File: src/hw/rtl/prm_pkg.sv
// Package: shared types, constants and state codes of the packet rate meter.
`timescale 1ns / 1ps

package prm_pkg;

    // Configuration register map
    localparam int unsigned  CFG_ADDR_W    = 3;
    localparam logic         REG_WINDOW_MS = 1'b0;
    localparam logic [15:0]  WINDOW_MS_RST = 16'd1000;

    // Rate arithmetic: unsigned 16.16 quotient of a 32-bit byte sum
    localparam int unsigned  FRAC_BITS = 16;
    localparam int unsigned  QUO_W     = 32 + FRAC_BITS;
    localparam int unsigned  CNT_W     = $clog2(QUO_W);

    // Number of directions kept in the state memory
    localparam int unsigned  DIR_NUM   = 2;

    // Per-direction statistics entry held in memory
    typedef struct packed {
        logic [31:0] first_stamp;
        logic [31:0] window_start;
        logic [31:0] window_bytes;
        logic [31:0] packets_seen;
        logic [63:0] bytes_seen;
        logic [31:0] rate_value;
    } t_entry;

    localparam int unsigned  ENTRY_W = $bits(t_entry);

    // Sequencer states
    typedef enum logic [1:0] {
        ST_IDLE,
        ST_READ,
        ST_DIV,
        ST_WB
    } t_state;

endpackage

File: src/hw/rtl/prm_if.sv
// Interfaces: packet event channel and statistics result channel.
`timescale 1ns / 1ps

interface prm_in_if;
    logic        valid;
    logic        ready;
    logic        kind;
    logic [15:0] size;
    logic [31:0] now_ms;

    modport source (output valid, kind, size, now_ms, input ready);
    modport sink   (input valid, kind, size, now_ms, output ready);
endinterface

interface prm_out_if;
    logic        valid;
    logic        ready;
    logic [31:0] packet_count;
    logic [63:0] byte_total;
    logic [31:0] rate;
    logic        rate_updated;
    logic [31:0] first_time;
    logic [31:0] last_time;

    modport source (output valid, packet_count, byte_total, rate, rate_updated,
                    first_time, last_time, input ready);
    modport sink   (input valid, packet_count, byte_total, rate, rate_updated,
                    first_time, last_time, output ready);
endinterface

File: src/hw/rtl/prm_ram.sv
// Generic single-write, single-read RAM with registered read data.
`timescale 1ns / 1ps

module prm_ram #(
    parameter int unsigned WIDTH = 32,
    parameter int unsigned DEPTH = 2,
    localparam int unsigned AW   = (DEPTH > 1) ? $clog2(DEPTH) : 1
) (
    input  logic             i_clk,
    input  logic             i_we,
    input  logic [AW-1:0]    i_waddr,
    input  logic [WIDTH-1:0] i_wdata,
    input  logic [AW-1:0]    i_raddr,
    output logic [WIDTH-1:0] o_rdata
);

    logic [WIDTH-1:0] r_mem [DEPTH];

    // Write port
    always_ff @(posedge i_clk) begin
        if (i_we) begin
            r_mem[i_waddr] <= i_wdata;
        end
    end

    // Registered read port
    always_ff @(posedge i_clk) begin
        o_rdata <= r_mem[i_raddr];
    end

endmodule

File: src/hw/rtl/packet_traffic_rate_meter_top.sv
// Top level: windowed packet throughput meter for receive and send directions.
`timescale 1ns / 1ps

// One packet event is taken at a time. For an event that does not close
// its rate window, the direction's entry is read from the state memory in
// ST_IDLE, and in ST_READ it is updated, written back and loaded into the
// result register. An event that closes a window first runs through the
// bit-serial divider in ST_DIV, which forms bytes/ms in 16.16, and is then
// written back in ST_WB. The result register frees the input side: a new
// event is taken while the previous result is still waiting; the update
// stalls only if the result register is still full when the next one is
// ready. The window_ms register lies at byte address 0; a value of 0 acts
// as 1. The user must write it only while idle; it is not enforced.

module packet_traffic_rate_meter_top
    import prm_pkg::*;
(
    input  logic                  i_clk,
    input  logic                  i_rst_n,
    prm_in_if.sink                i_in,
    prm_out_if.source             o_out,
    input  logic                  i_psel,
    input  logic                  i_penable,
    input  logic                  i_pwrite,
    input  logic [CFG_ADDR_W-1:0] i_paddr,
    input  logic [31:0]           i_pwdata,
    output logic [31:0]           o_prdata,
    output logic                  o_pready
);

    // Configuration
    logic [15:0] r_window_ms;
    logic        cfg_wr;

    // Sequencer and working registers
    t_state         r_state, n_state;
    logic           r_dir;
    logic [15:0]    r_size;
    logic [31:0]    r_now;
    t_entry         r_entry;
    logic           r_upd;
    logic [DIR_NUM-1:0] r_valid;

    // Divider
    logic [QUO_W-1:0] r_quo;
    logic [31:0]      r_rem;
    logic [31:0]      r_div;
    logic [CNT_W-1:0] r_cnt;
    logic [32:0]      rem_sh;
    logic [32:0]      rem_sub;
    logic             quo_bit;
    logic [QUO_W-1:0] quo_next;
    logic [31:0]      quo_sat;

    // Memory port
    logic [ENTRY_W-1:0] ram_rdata;
    logic               ram_we;
    t_entry             ram_wdata;

    // Update datapath
    t_entry      cur;
    t_entry      n_calc;
    logic        started;
    logic [31:0] elapsed;
    logic [32:0] wb_sum;
    logic [31:0] wb_sat;
    logic [15:0] win;
    logic        close;

    // Result register
    logic        r_out_valid;
    t_entry      r_out_entry;
    logic        r_out_upd;
    logic [31:0] r_out_now;
    logic        out_free;
    logic        out_load;
    t_entry      out_entry;
    logic        out_upd;

    // ---------------------------------------------------------------
    // Configuration port
    // ---------------------------------------------------------------
    assign o_pready = 1'b1;
    assign cfg_wr   = i_psel && i_penable && i_pwrite && o_pready;

    always_ff @(posedge i_clk) begin
        if (!i_rst_n) begin
            r_window_ms <= WINDOW_MS_RST;
        end else if (cfg_wr && (i_paddr[CFG_ADDR_W-1] == REG_WINDOW_MS)) begin
            r_window_ms <= i_pwdata[15:0];
        end
    end

    assign o_prdata = (i_paddr[CFG_ADDR_W-1] == REG_WINDOW_MS) ? {16'b0, r_window_ms}
                                                                 : 32'b0;

    // ---------------------------------------------------------------
    // State memory, one entry per direction
    // ---------------------------------------------------------------
    prm_ram #(
        .WIDTH (ENTRY_W),
        .DEPTH (DIR_NUM)
    ) u_state_ram (
        .i_clk   (i_clk),
        .i_we    (ram_we),
        .i_waddr (r_dir),
        .i_wdata (ram_wdata),
        .i_raddr (i_in.kind),
        .o_rdata (ram_rdata)
    );

    // Mark an entry as started once written; unwritten entries read as zero
    always_ff @(posedge i_clk) begin
        if (!i_rst_n) begin
            r_valid <= '0;
        end else if (ram_we) begin
            r_valid[r_dir] <= 1'b1;
        end
    end

    // ---------------------------------------------------------------
    // Event update
    // ---------------------------------------------------------------
    always_comb begin
        started = r_valid[r_dir];
        cur     = started ? t_entry'(ram_rdata) : '0;
        elapsed = r_now - cur.window_start;
        wb_sum  = {1'b0, cur.window_bytes} + {17'b0, r_size};
        wb_sat  = wb_sum[32] ? 32'hFFFF_FFFF : wb_sum[31:0];
        win     = (r_window_ms == 16'd0) ? 16'd1 : r_window_ms;
        close   = started && (elapsed >= {16'b0, win});

        n_calc              = cur;
        n_calc.packets_seen = cur.packets_seen + 32'd1;
        n_calc.bytes_seen   = cur.bytes_seen + {48'b0, r_size};
        if (!started) begin
            n_calc.first_stamp  = r_now;
            n_calc.window_start = r_now;
        end else if (close) begin
            n_calc.window_start = r_now;
            n_calc.window_bytes = 32'b0;
        end else begin
            n_calc.window_bytes = wb_sat;
        end
    end

    // ---------------------------------------------------------------
    // Restoring divider step: one quotient bit per cycle
    // ---------------------------------------------------------------
    always_comb begin
        rem_sh   = {r_rem, r_quo[QUO_W-1]};
        rem_sub  = rem_sh - {1'b0, r_div};
        quo_bit  = (rem_sh >= {1'b0, r_div});
        quo_next = {r_quo[QUO_W-2:0], quo_bit};
        quo_sat  = (|quo_next[QUO_W-1:32]) ? 32'hFFFF_FFFF : quo_next[31:0];
    end

    // ---------------------------------------------------------------
    // Sequencer
    // ---------------------------------------------------------------
    assign out_free    = !r_out_valid || o_out.ready;
    assign i_in.ready  = (r_state == ST_IDLE);

    always_ff @(posedge i_clk) begin
        if (!i_rst_n) begin
            r_state <= ST_IDLE;
        end else begin
            r_state <= n_state;
        end
    end

    always_comb begin
        n_state   = r_state;
        ram_we    = 1'b0;
        out_load  = 1'b0;
        ram_wdata = r_entry;
        out_entry = r_entry;
        out_upd   = r_upd;
        case (r_state)
            ST_IDLE: begin
                if (i_in.valid) begin
                    n_state = ST_READ;
                end
            end
            ST_READ: begin
                ram_wdata = n_calc;
                out_entry = n_calc;
                out_upd   = 1'b0;
                if (close) begin
                    n_state = ST_DIV;
                end else if (out_free) begin
                    ram_we   = 1'b1;
                    out_load = 1'b1;
                    n_state  = ST_IDLE;
                end else begin
                    n_state = ST_WB;
                end
            end
            ST_DIV: begin
                if (r_cnt == CNT_W'(QUO_W - 1)) begin
                    n_state = ST_WB;
                end
            end
            ST_WB: begin
                if (out_free) begin
                    ram_we   = 1'b1;
                    out_load = 1'b1;
                    n_state  = ST_IDLE;
                end
            end
            default: begin
                n_state = ST_IDLE;
            end
        endcase
    end

    // Capture the event, hold the new entry and run the divider
    always_ff @(posedge i_clk) begin
        case (r_state)
            ST_IDLE: begin
                r_dir  <= i_in.kind;
                r_size <= i_in.size;
                r_now  <= i_in.now_ms;
            end
            ST_READ: begin
                r_entry <= n_calc;
                r_upd   <= close;
                r_quo   <= {wb_sat, {FRAC_BITS{1'b0}}};
                r_rem   <= 32'b0;
                r_div   <= elapsed;
                r_cnt   <= '0;
            end
            ST_DIV: begin
                r_quo <= quo_next;
                r_rem <= quo_bit ? rem_sub[31:0] : rem_sh[31:0];
                r_cnt <= r_cnt + CNT_W'(1);
                if (r_cnt == CNT_W'(QUO_W - 1)) begin
                    r_entry.rate_value <= quo_sat;
                end
            end
            default: begin
            end
        endcase
    end

    // ---------------------------------------------------------------
    // Result register
    // ---------------------------------------------------------------
    always_ff @(posedge i_clk) begin
        if (!i_rst_n) begin
            r_out_valid <= 1'b0;
        end else if (out_load) begin
            r_out_valid <= 1'b1;
        end else if (o_out.ready) begin
            r_out_valid <= 1'b0;
        end
    end

    always_ff @(posedge i_clk) begin
        if (out_load) begin
            r_out_entry <= out_entry;
            r_out_upd   <= out_upd;
            r_out_now   <= r_now;
        end
    end

    assign o_out.valid        = r_out_valid;
    assign o_out.packet_count = r_out_entry.packets_seen;
    assign o_out.byte_total   = r_out_entry.bytes_seen;
    assign o_out.rate         = r_out_entry.rate_value;
    assign o_out.rate_updated = r_out_upd;
    assign o_out.first_time   = r_out_entry.first_stamp;
    assign o_out.last_time    = r_out_now;

    // ---------------------------------------------------------------
    // Assertions
    // ---------------------------------------------------------------
    a_accept_reads: assert property (@(posedge i_clk) disable iff (!i_rst_n)
        (i_in.valid && i_in.ready) |=> (r_state == ST_READ))
        else $error("accepted event did not start a memory read");

    a_write_loads_out: assert property (@(posedge i_clk) disable iff (!i_rst_n)
        ram_we |=> (o_out.valid && r_valid[r_dir]))
        else $error("write-back without a result in the output register");

    a_div_closes_window: assert property (@(posedge i_clk) disable iff (!i_rst_n)
        (r_state == ST_DIV) |-> (r_upd && r_div != 32'b0))
        else $error("divider running without a closed window");

    a_out_held: assert property (@(posedge i_clk) disable iff (!i_rst_n)
        (o_out.valid && !o_out.ready) |=> !out_load || !$past(out_load))
        else $error("result register overwritten while stalled");

endmodule

File: src/flat_wrapper.sv
// flat-port wrapper written by rule: the top's interface ports become plain ports
module packet_traffic_rate_meter_top_flat import prm_pkg::*;
  (i_clk, i_rst_n, i_psel, i_penable, i_pwrite, i_paddr, i_pwdata, o_prdata, o_pready, i_in_valid, i_in_kind, i_in_size, i_in_now_ms, i_in_ready, o_out_valid, o_out_packet_count, o_out_byte_total, o_out_rate, o_out_rate_updated, o_out_first_time, o_out_last_time, o_out_ready);
  prm_in_if i_in_i ();
  prm_out_if o_out_i ();
  input  logic i_clk;
  input  logic i_rst_n;
  input  logic i_psel;
  input  logic i_penable;
  input  logic i_pwrite;
  input  logic [CFG_ADDR_W-1:0] i_paddr;
  input  logic [31:0] i_pwdata;
  output logic [31:0] o_prdata;
  output logic o_pready;
  input wire logic [$bits(i_in_i.valid)-1:0] i_in_valid;
  input wire logic [$bits(i_in_i.kind)-1:0] i_in_kind;
  input wire logic [$bits(i_in_i.size)-1:0] i_in_size;
  input wire logic [$bits(i_in_i.now_ms)-1:0] i_in_now_ms;
  output wire logic [$bits(i_in_i.ready)-1:0] i_in_ready;
  output wire logic [$bits(o_out_i.valid)-1:0] o_out_valid;
  output wire logic [$bits(o_out_i.packet_count)-1:0] o_out_packet_count;
  output wire logic [$bits(o_out_i.byte_total)-1:0] o_out_byte_total;
  output wire logic [$bits(o_out_i.rate)-1:0] o_out_rate;
  output wire logic [$bits(o_out_i.rate_updated)-1:0] o_out_rate_updated;
  output wire logic [$bits(o_out_i.first_time)-1:0] o_out_first_time;
  output wire logic [$bits(o_out_i.last_time)-1:0] o_out_last_time;
  input wire logic [$bits(o_out_i.ready)-1:0] o_out_ready;
  assign i_in_i.valid = i_in_valid;
  assign i_in_i.kind = i_in_kind;
  assign i_in_i.size = i_in_size;
  assign i_in_i.now_ms = i_in_now_ms;
  assign i_in_ready = i_in_i.ready;
  assign o_out_valid = o_out_i.valid;
  assign o_out_packet_count = o_out_i.packet_count;
  assign o_out_byte_total = o_out_i.byte_total;
  assign o_out_rate = o_out_i.rate;
  assign o_out_rate_updated = o_out_i.rate_updated;
  assign o_out_first_time = o_out_i.first_time;
  assign o_out_last_time = o_out_i.last_time;
  assign o_out_i.ready = o_out_ready;
  packet_traffic_rate_meter_top u_core (.i_clk(i_clk), .i_rst_n(i_rst_n), .i_in(i_in_i), .o_out(o_out_i), .i_psel(i_psel), .i_penable(i_penable), .i_pwrite(i_pwrite), .i_paddr(i_paddr), .i_pwdata(i_pwdata), .o_prdata(o_prdata), .o_pready(o_pready));
endmodule
File: config.mk
export PLATFORM = sky130hd
export DESIGN_NAME = packet_traffic_rate_meter_top_flat
export DESIGN_NICKNAME = d
export VERILOG_FILES = /design/src/hw/rtl/prm_pkg.sv /design/src/hw/rtl/prm_if.sv /design/src/hw/rtl/prm_ram.sv /design/src/hw/rtl/packet_traffic_rate_meter_top.sv /design/src/flat_wrapper.sv
export SDC_FILE = /design/constraint.sdc
export NUM_CORES = 2
export LEC_CHECK = 0
export ABC_AREA = 1
export ABC_CLOCK_PERIOD_IN_PS = 20000
export BUFFER_PORTS_ARGS = -buffer_cell sky130_fd_sc_hd__buf_2
export CAP_MARGIN = 0
export CORE_MARGIN = 1.5
export CORE_UTILIZATION = 45
export DETAILED_ROUTE_END_ITERATION = 16
export SYNTH_ARGS = -nofsm -noshare
export SYNTH_HDL_FRONTEND = slang
export SYNTH_SLANG_ARGS = --single-unit
File: constraint.sdc
create_clock -name i_clk -period 20 [get_ports i_clk]
set_input_delay 2 -clock i_clk [delete_from_list [all_inputs] [get_ports i_clk]]
set_output_delay 2 -clock i_clk [all_outputs]
set_load 0.05 [all_outputs]
# Word level (Yosys, flattened, before mapping)
# Memory sizes are Yosys's and may differ from the RTL's. A register that Yosys moved wholly into a read port is not among the register bits.
# Index checks and enable logic that the tools add are counted.
[op_classes]
n_reduce_logical = 14
n_addsub = 6
n_lt_le_gt_ge = 4
n_eq_ne = 7
muxes = 34
mul = 0
shifts = 0
div_mod_pow = 0
bitwise = 2
[op_table]
columns = ["op", "count"]
rows = [
  ["224-bit 2-to-1 mux", 2],
  ["32-bit 2-to-1 mux", 9],
  ["32-bit case mux with 2 select lines", 2],
  ["48-bit case mux with 2 select lines", 1],
  ["64-bit by 16-bit adder with 64-bit output", 1],
  ["32-bit subtractor", 2],
  ["32-bit by 16-bit adder with 33-bit output", 1],
  ["33-bit by 32-bit greater-or-equal comparator with 1-bit output", 1],
  ["32-bit by 1-bit adder with 32-bit output (second input constant)", 1],
  ["32-bit by 16-bit greater-or-equal comparator with 1-bit output", 1],
  ["16-bit 2-to-1 mux", 2],
  ["16-bit logical NOT", 1],
  ["16-bit OR reduction", 1],
  ["6-bit case mux with 2 select lines", 1],
  ["2-bit 2-to-1 mux", 5],
  ["1-bit 2-to-1 mux", 9],
  ["2-bit case mux with 4 select lines", 1],
  ["6-bit by 1-bit adder with 6-bit output (second input constant)", 1],
  ["6-bit equality test (second input constant)", 1],
  ["1-bit logical AND", 5],
  ["2-bit equality test (second input constant)", 2],
  ["2-bit by 1-bit != test with 1-bit output (second input constant)", 2],
  ["2-bit nonzero test", 2],
  ["3-bit AND reduction", 1],
  ["12 further kinds", 12],
]
[word_totals]
mem_bits_rw = 448
reg_bits = 606
output_inout_bits = 228
word_cells = 92
inputBits = 91
mem_count = 1
mem_bits_ro = 0
latchBits = 0
[mem_list]
columns = ["memory", "words", "width", "rd", "rd_clocked_by_memory_dff", "wr", "line_no", "rtl"]
rows = [
  ["u_core.u_state_ram.r_mem", 2, 224, 1, 1, 1, "prm_ram.sv:17", "logic [WIDTH-1:0] r_mem [DEPTH];"],
]

# Depth between registers and ports, before layout
[depth]
depth_word = 10
ltp_mapped = 37
depth_no_buf = 31

# By module
# From an unflattened synthesis, not the netlist that was laid out.
[hier_totals]
cells_unflattened = 5254
hier_area_um2 = 54731.2
[by_module_without_submodules]
columns = ["module", "cells_each", "seq_area_each_um2", "area_each_um2", "instances"]
rows = [
  ["packet_traffic_rate_meter_top", 3856, 17987.3, 33877.5, 1],
  ["prm_ram", 1398, 17937.2, 20853.8, 1],
]

# Worst setup path after synthesis
# OpenSTA, ideal clock, no wires.
[synth_timing]
path_kind = "reg2reg"
start = "register u_core.r_state[0]"
end = "memory u_core.u_state_ram.r_mem[0][0] (netlist bit) (enable)"
slack_ns = 4.370
path_stages_with_launch = 7
t_arrival_ns = 15.058
setup_ns = 0.572
period_less_slack_ns = 15.630
required_ns = 19.428
n_path_buf = 1
cell_sequence = "dfxtp_1 > ha_1 > clkbuf_1 > nand3_1 > nand2_1 > nand2_1 > inv_1"
[synth_between]
elab_chain_cells = 4
elab_cells_between_ends = 5
classes_between = "eq/ne (2); mux (3)"
[synth_lines]
columns = ["element", "line_no", "rtl"]
rows = [
  ["start, declared", "packet_traffic_rate_meter_top.sv:36", "t_state r_state, n_state;"],
  ["start signal, assigned", "packet_traffic_rate_meter_top.sv:168", "r_state <= n_state;"],
  ["2-bit equality test / 2-bit by 1-bit equality test with 1-bit output (equally long branches)", "--", ""],
  ["1-bit case mux with 2 select lines (*)", "--", ""],
  ["via u_core.out_load", "packet_traffic_rate_meter_top.sv:76", "logic out_load;"],
  ["1-bit 2-to-1 mux (*)", "prm_ram.sv:21", "if (i_we) begin"],
  ["1-bit 2-to-1 mux (implied by the code) (*)", "prm_ram.sv:22", "r_mem[i_waddr] <= i_wdata;"],
  ["end, declared", "prm_ram.sv:17", ""],
]
# Mark *: on every way through the listed nets, which the timed path passes. The rest lies on a longest branch.

# Worst setup path after layout
[layout_timing]
start = "register u_core.r_dir"
end = "memory u_core.u_state_ram.r_mem[0][110] (netlist bit) (enable)"
[layout_between]
elab_chain_cells = 10
[layout_lines]
columns = ["element", "line_no", "rtl"]
rows = [
  ["start, declared", "packet_traffic_rate_meter_top.sv:37", "logic r_dir;"],
  ["start signal, assigned", "packet_traffic_rate_meter_top.sv:221", "r_dir <= i_in.kind;"],
  ["1-bit 2-to-1 mux (implied by the code) (2 in series)", "packet_traffic_rate_meter_top.sv:125", "started = r_valid[r_dir];"],
  ["224-bit 2-to-1 mux", "packet_traffic_rate_meter_top.sv:126", "cur = started ? t_entry'(ram_rdata) : '0;"],
  ["32-bit subtractor", "packet_traffic_rate_meter_top.sv:127", "elapsed = r_now - cur.window_start;"],
  ["via u_core.elapsed[6]", "packet_traffic_rate_meter_top.sv:64", "logic [31:0] elapsed;"],
  ["32-bit by 16-bit greater-or-equal comparator with 1-bit output", "packet_traffic_rate_meter_top.sv:131", "close = started && (elapsed >= {16'b0, win});"],
  ["1-bit logical AND", "packet_traffic_rate_meter_top.sv:131", ""],
  ["1-bit 2-to-1 mux", "--", ""],
  ["1-bit case mux with 2 select lines", "--", ""],
  ["via u_core.out_load", "packet_traffic_rate_meter_top.sv:76", ""],
  ["1-bit 2-to-1 mux", "prm_ram.sv:21", ""],
  ["1-bit 2-to-1 mux (implied by the code)", "prm_ram.sv:22", ""],
]
# The timed path passes the listed nets, and every way through them passes these cells. The select of a mux whose other input is x is not followed.

==> flow_metrics.py <==
metrics = {
    "layout": {
        "area_growth_pct": 14.1,
        "fin_cells": 6782,
        "drive_gt1_frac": 0.165,
        "finalNetCount": 5264,
        "seqCellArea_um2": 35900,
        "multi_input_area_um2": 16000,
        "n_fill_cell": 10700,
    },
    "die": {
        "initial_utilization": 0.453,
        "die_area_um2": 123000,
        "num_io_pins": 319,
        "die_w_um": 350,
        "core_um2": 120000,
        "die_y_um": 350,
        "placementRows": 127,
    },
    "critical_path": {
        "ff2ff_setup_slack_ns": 12.33,
        "reg2reg_depth": 29,
        "endpoint": "u_core.u_state_ram.r_mem[0][110]",
        "critPathLaunch": "u_core.r_dir",
        "crit_required_ns": 20.39,
        "critical_path_class": "register to register",
        "cp_slowest_cell": "buf_4",
        "worstPathArrival_ns": 8.05,
        "slowest_delay_ns": 0.89,
        "crit_path_start_kind": "register",
        "worstReg2RegStart": "u_core.r_dir",
        "cpMostUsedCell": "nand2_1",
        "r2r_end": "u_core.u_state_ram.r_mem[0][110]",
        "path_max_fanout": 111,
        "end_kind": "register",
    },
    "global_routing": {
        "grt_pass1_wl_mm": 192,
        "grt_max_degree": 151,
        "track_usage": 0.202,
        "first_global_vias": 33631,
        "grt_overflow": 0,
        "antenna_found_initial": 8,
    },
    "clock_network": {
        "cts_tree": "built",
        "cts_root_buf": "clkbuf_16",
        "htreeDepth": 4,
        "cts_sinks": 1278,
        "cts_setup_buffers": 0,
        "clock_latency_ns": 0.78,
        "cts_resized": 0,
        "cts_buffer_depth": 3,
        "postCtsHoldBufs": 0,
        "clk_pin_slew_ns": 0.07,
        "cts-buffers-inserted": 138,
    },
    "sta": {
        "hold_viol": 0,
        "setup_tns_ns": 0,
        "setup_viol": 0,
        "slew_headroom": 0.228,
        "worst_pin_slew_ns": 1.16,
        "grt_setup_unrepaired": "no",
        "period_needed_ns": 7.67,
        "period_share": 0.383,
        "fmax_mhz": 130,
        "finClkSkew_ns": 0.0320,
        "slew_violations": 0,
    },
    "routing": {
        "vias": 34295,
        "wl_mm": 123,
        "wire_per_inst_um": 18.2,
        "drc": 0,
        "firstDrtPassIters": 5,
        "drt_first_iter_violations": 2339,
        "via_per_inst": 5.06,
        "final_antenna_net_count": 0,
    },
    "synth": {
        "yosysSeqAreaShare": 0.662,
        "synthArstFlopShare": 0,
        "postSynthRegisterBits": 1278,
        "avgSynthCellArea_um2": 11.4,
        "ys.flop_type": "edfxtp_1",
        "synth_edf_count": 1033,
        "synthMostInstantiatedCell": "nand2_1",
        "synth_top_area_cell": "edfxtp_1",
        "ys_warn_count": 0,
        "synth.cells.most_frequent": "nand2_1 (1234), edfxtp_1 (1033), inv_1 (447)",
        "synth.distinct_cells": 61,
        "synth_area_leaders": "edfxtp_1 (57%), dfxtp_1 (9.0%), nand2_1 (8.5%)",
        "synth_area_um2": 54300,
        "yosys.area.top_type_share": 0.571,
        "synthCells": 4753,
    },
    "power_and_ir_drop": {
        "p_leak_nw": 25.1,
        "power.density_nw_per_um2": 120,
        "power_mw": 7.42,
        "irDropWorstVdd_v": 0.0000924,
    },
    "place": {
        "hpwl_mm": 78.7,
        "numPortBuffers": 283,
        "place_inst": 6524,
        "gp_routability_congestion": 0.895,
    },
    "job": {
        "cap_violations": 0,
    },
    "outcome": {
        "outcome": "complete, no violations",
    },
    "hold_path": {
        "hold_path.class": "register to register",
    },
}
per-stage QoR:
step / util / worst slack, ns / area, um^2 / hold WS (ns)
finish: 0.517 / 12.33 / 61900 / 0.442
global route: 0.517 / 11.60 / 61900 / 0.471
CTS: 0.517 / 12.12 / 61900 / 0.437
detailed placement: 0.478 / 12.15 / 57300 / 0.455
global placement: 0.478 / 12.27 / 57300 / 0.444
floorplan: - / 4.37 / 54300 / 0.434
area by class of cell:
cell class | count | area share
Multi-Input combinational cell | 2864 | 0.258
Sequential cell | 1278 | 0.580
Clock inverter | 63 | 0.0121
Tap cell | 1612 | 0.0326
Antenna cell | 1 | 0.0000404
Clock buffer | 194 | 0.0626
Inverter | 458 | 0.0282
Timing Repair Buffer | 312 | 0.0267
flip-flops by register name, indices dropped and copies added, names as in the netlist, 2 cells and up, named ones only:
register                    flops
u_core.u_state_ram.r_mem      448
u_core.r_entry                224
u_core.u_state_ram.o_rdata    224
u_core.o_out.byte_total        64
u_core.r_quo                   48
u_core.o_out.first_time        32
u_core.o_out.last_time         32
u_core.o_out.packet_count      32
u_core.o_out.rate              32
u_core.r_div                   32
u_core.r_now                   32
u_core.r_rem                   32
u_core.r_size                  16
u_core.r_window_ms             16
u_core.r_cnt                    6
u_core.r_valid                  2
layout by cell type (no fill, tap or decap), types with 28 or more instances in the layout:
cell	Yosys	routed
inv_1	447	444
a21oi_1	139	139
buf_2	17	282
o21ai_0	121	121
nor2_1	353	353
ha_1	117	114
xor2_1	101	101
nor3_1	45	45
xnor2_1	55	55
nand2_1	1234	1233
dfxtp_1	245	245
clkbuf_1	105	39
nand3_1	188	188
nand4_1	47	47
edfxtp_1	1033	1033
mux2_2	227	227
a31oi_1	35	35
clkbuf_16	0	142
buf_4	21	28
routing by layer:
metal	up-vias	track usage	share of wire
met1	16539	0.280	0.46
met4	4	0.0571	0.020
met5	-	0	0.00019
met2	852	0.326	0.46
met3	173	0.0378	0.052
li1	16727	-	-
kinds of logic (layout without fill, tap and decap cells):
group | count (synthesis) | in the layout | share of synthesized area
adders and majority gates | 121 | 121 | 0.0284
xor gates and xnor gates | 156 | 156 | 0.0252
muxes | 227 | 227 | 0.0471
other | 2 | 18 | 0.000138
DFF | 1278 | 1278 | 0.662
and+or+nand+nor | 1962 | 1962 | 0.151
AOI/OAI and AO/OA | 381 | 381 | 0.0404
buffers and inverters | 626 | 1027 | 0.0460
worst max-delay path, delay by kind of cell (launching register included):
kind,cells,cell delay [ns]
XOR/XNOR,1,0.42
flip-flops,1,0.42
adder cells (fa/ha/maj),2,0.71
AND/OR/NAND/NOR,23,3.44
buffers and inverters,3,2.21
power breakdown:
group | switching [mW] | leakage [nW] | internal (mW)
combinational | 1.04 | 11.0 | 0.376
clock | 1.05 | 2.26 | 1.52
sequential | 0.110 | 11.8 | 3.32
worst min-delay path by stage:
stage	from	end	slack, ns	cells after the start
final	u_core.u_state_ram.r_mem[0][135]	u_core.u_state_ram.o_rdata[135]	0.44	1
after global routing	u_core.u_state_ram.r_mem[1][160]	u_core.u_state_ram.o_rdata[160]	0.47	1
after CTS	u_core.u_state_ram.r_mem[1][135]	u_core.u_state_ram.o_rdata[135]	0.44	1
after detailed placement	u_core.u_state_ram.r_mem[1][35]	u_core.u_state_ram.o_rdata[35]	0.45	1
after global placement	u_core.r_valid[1]	u_core.r_valid[1]	0.44	2
after floorplan	u_core.r_valid[1]	u_core.r_valid[1]	0.43	2
Power figures use the tool's default switching activity.
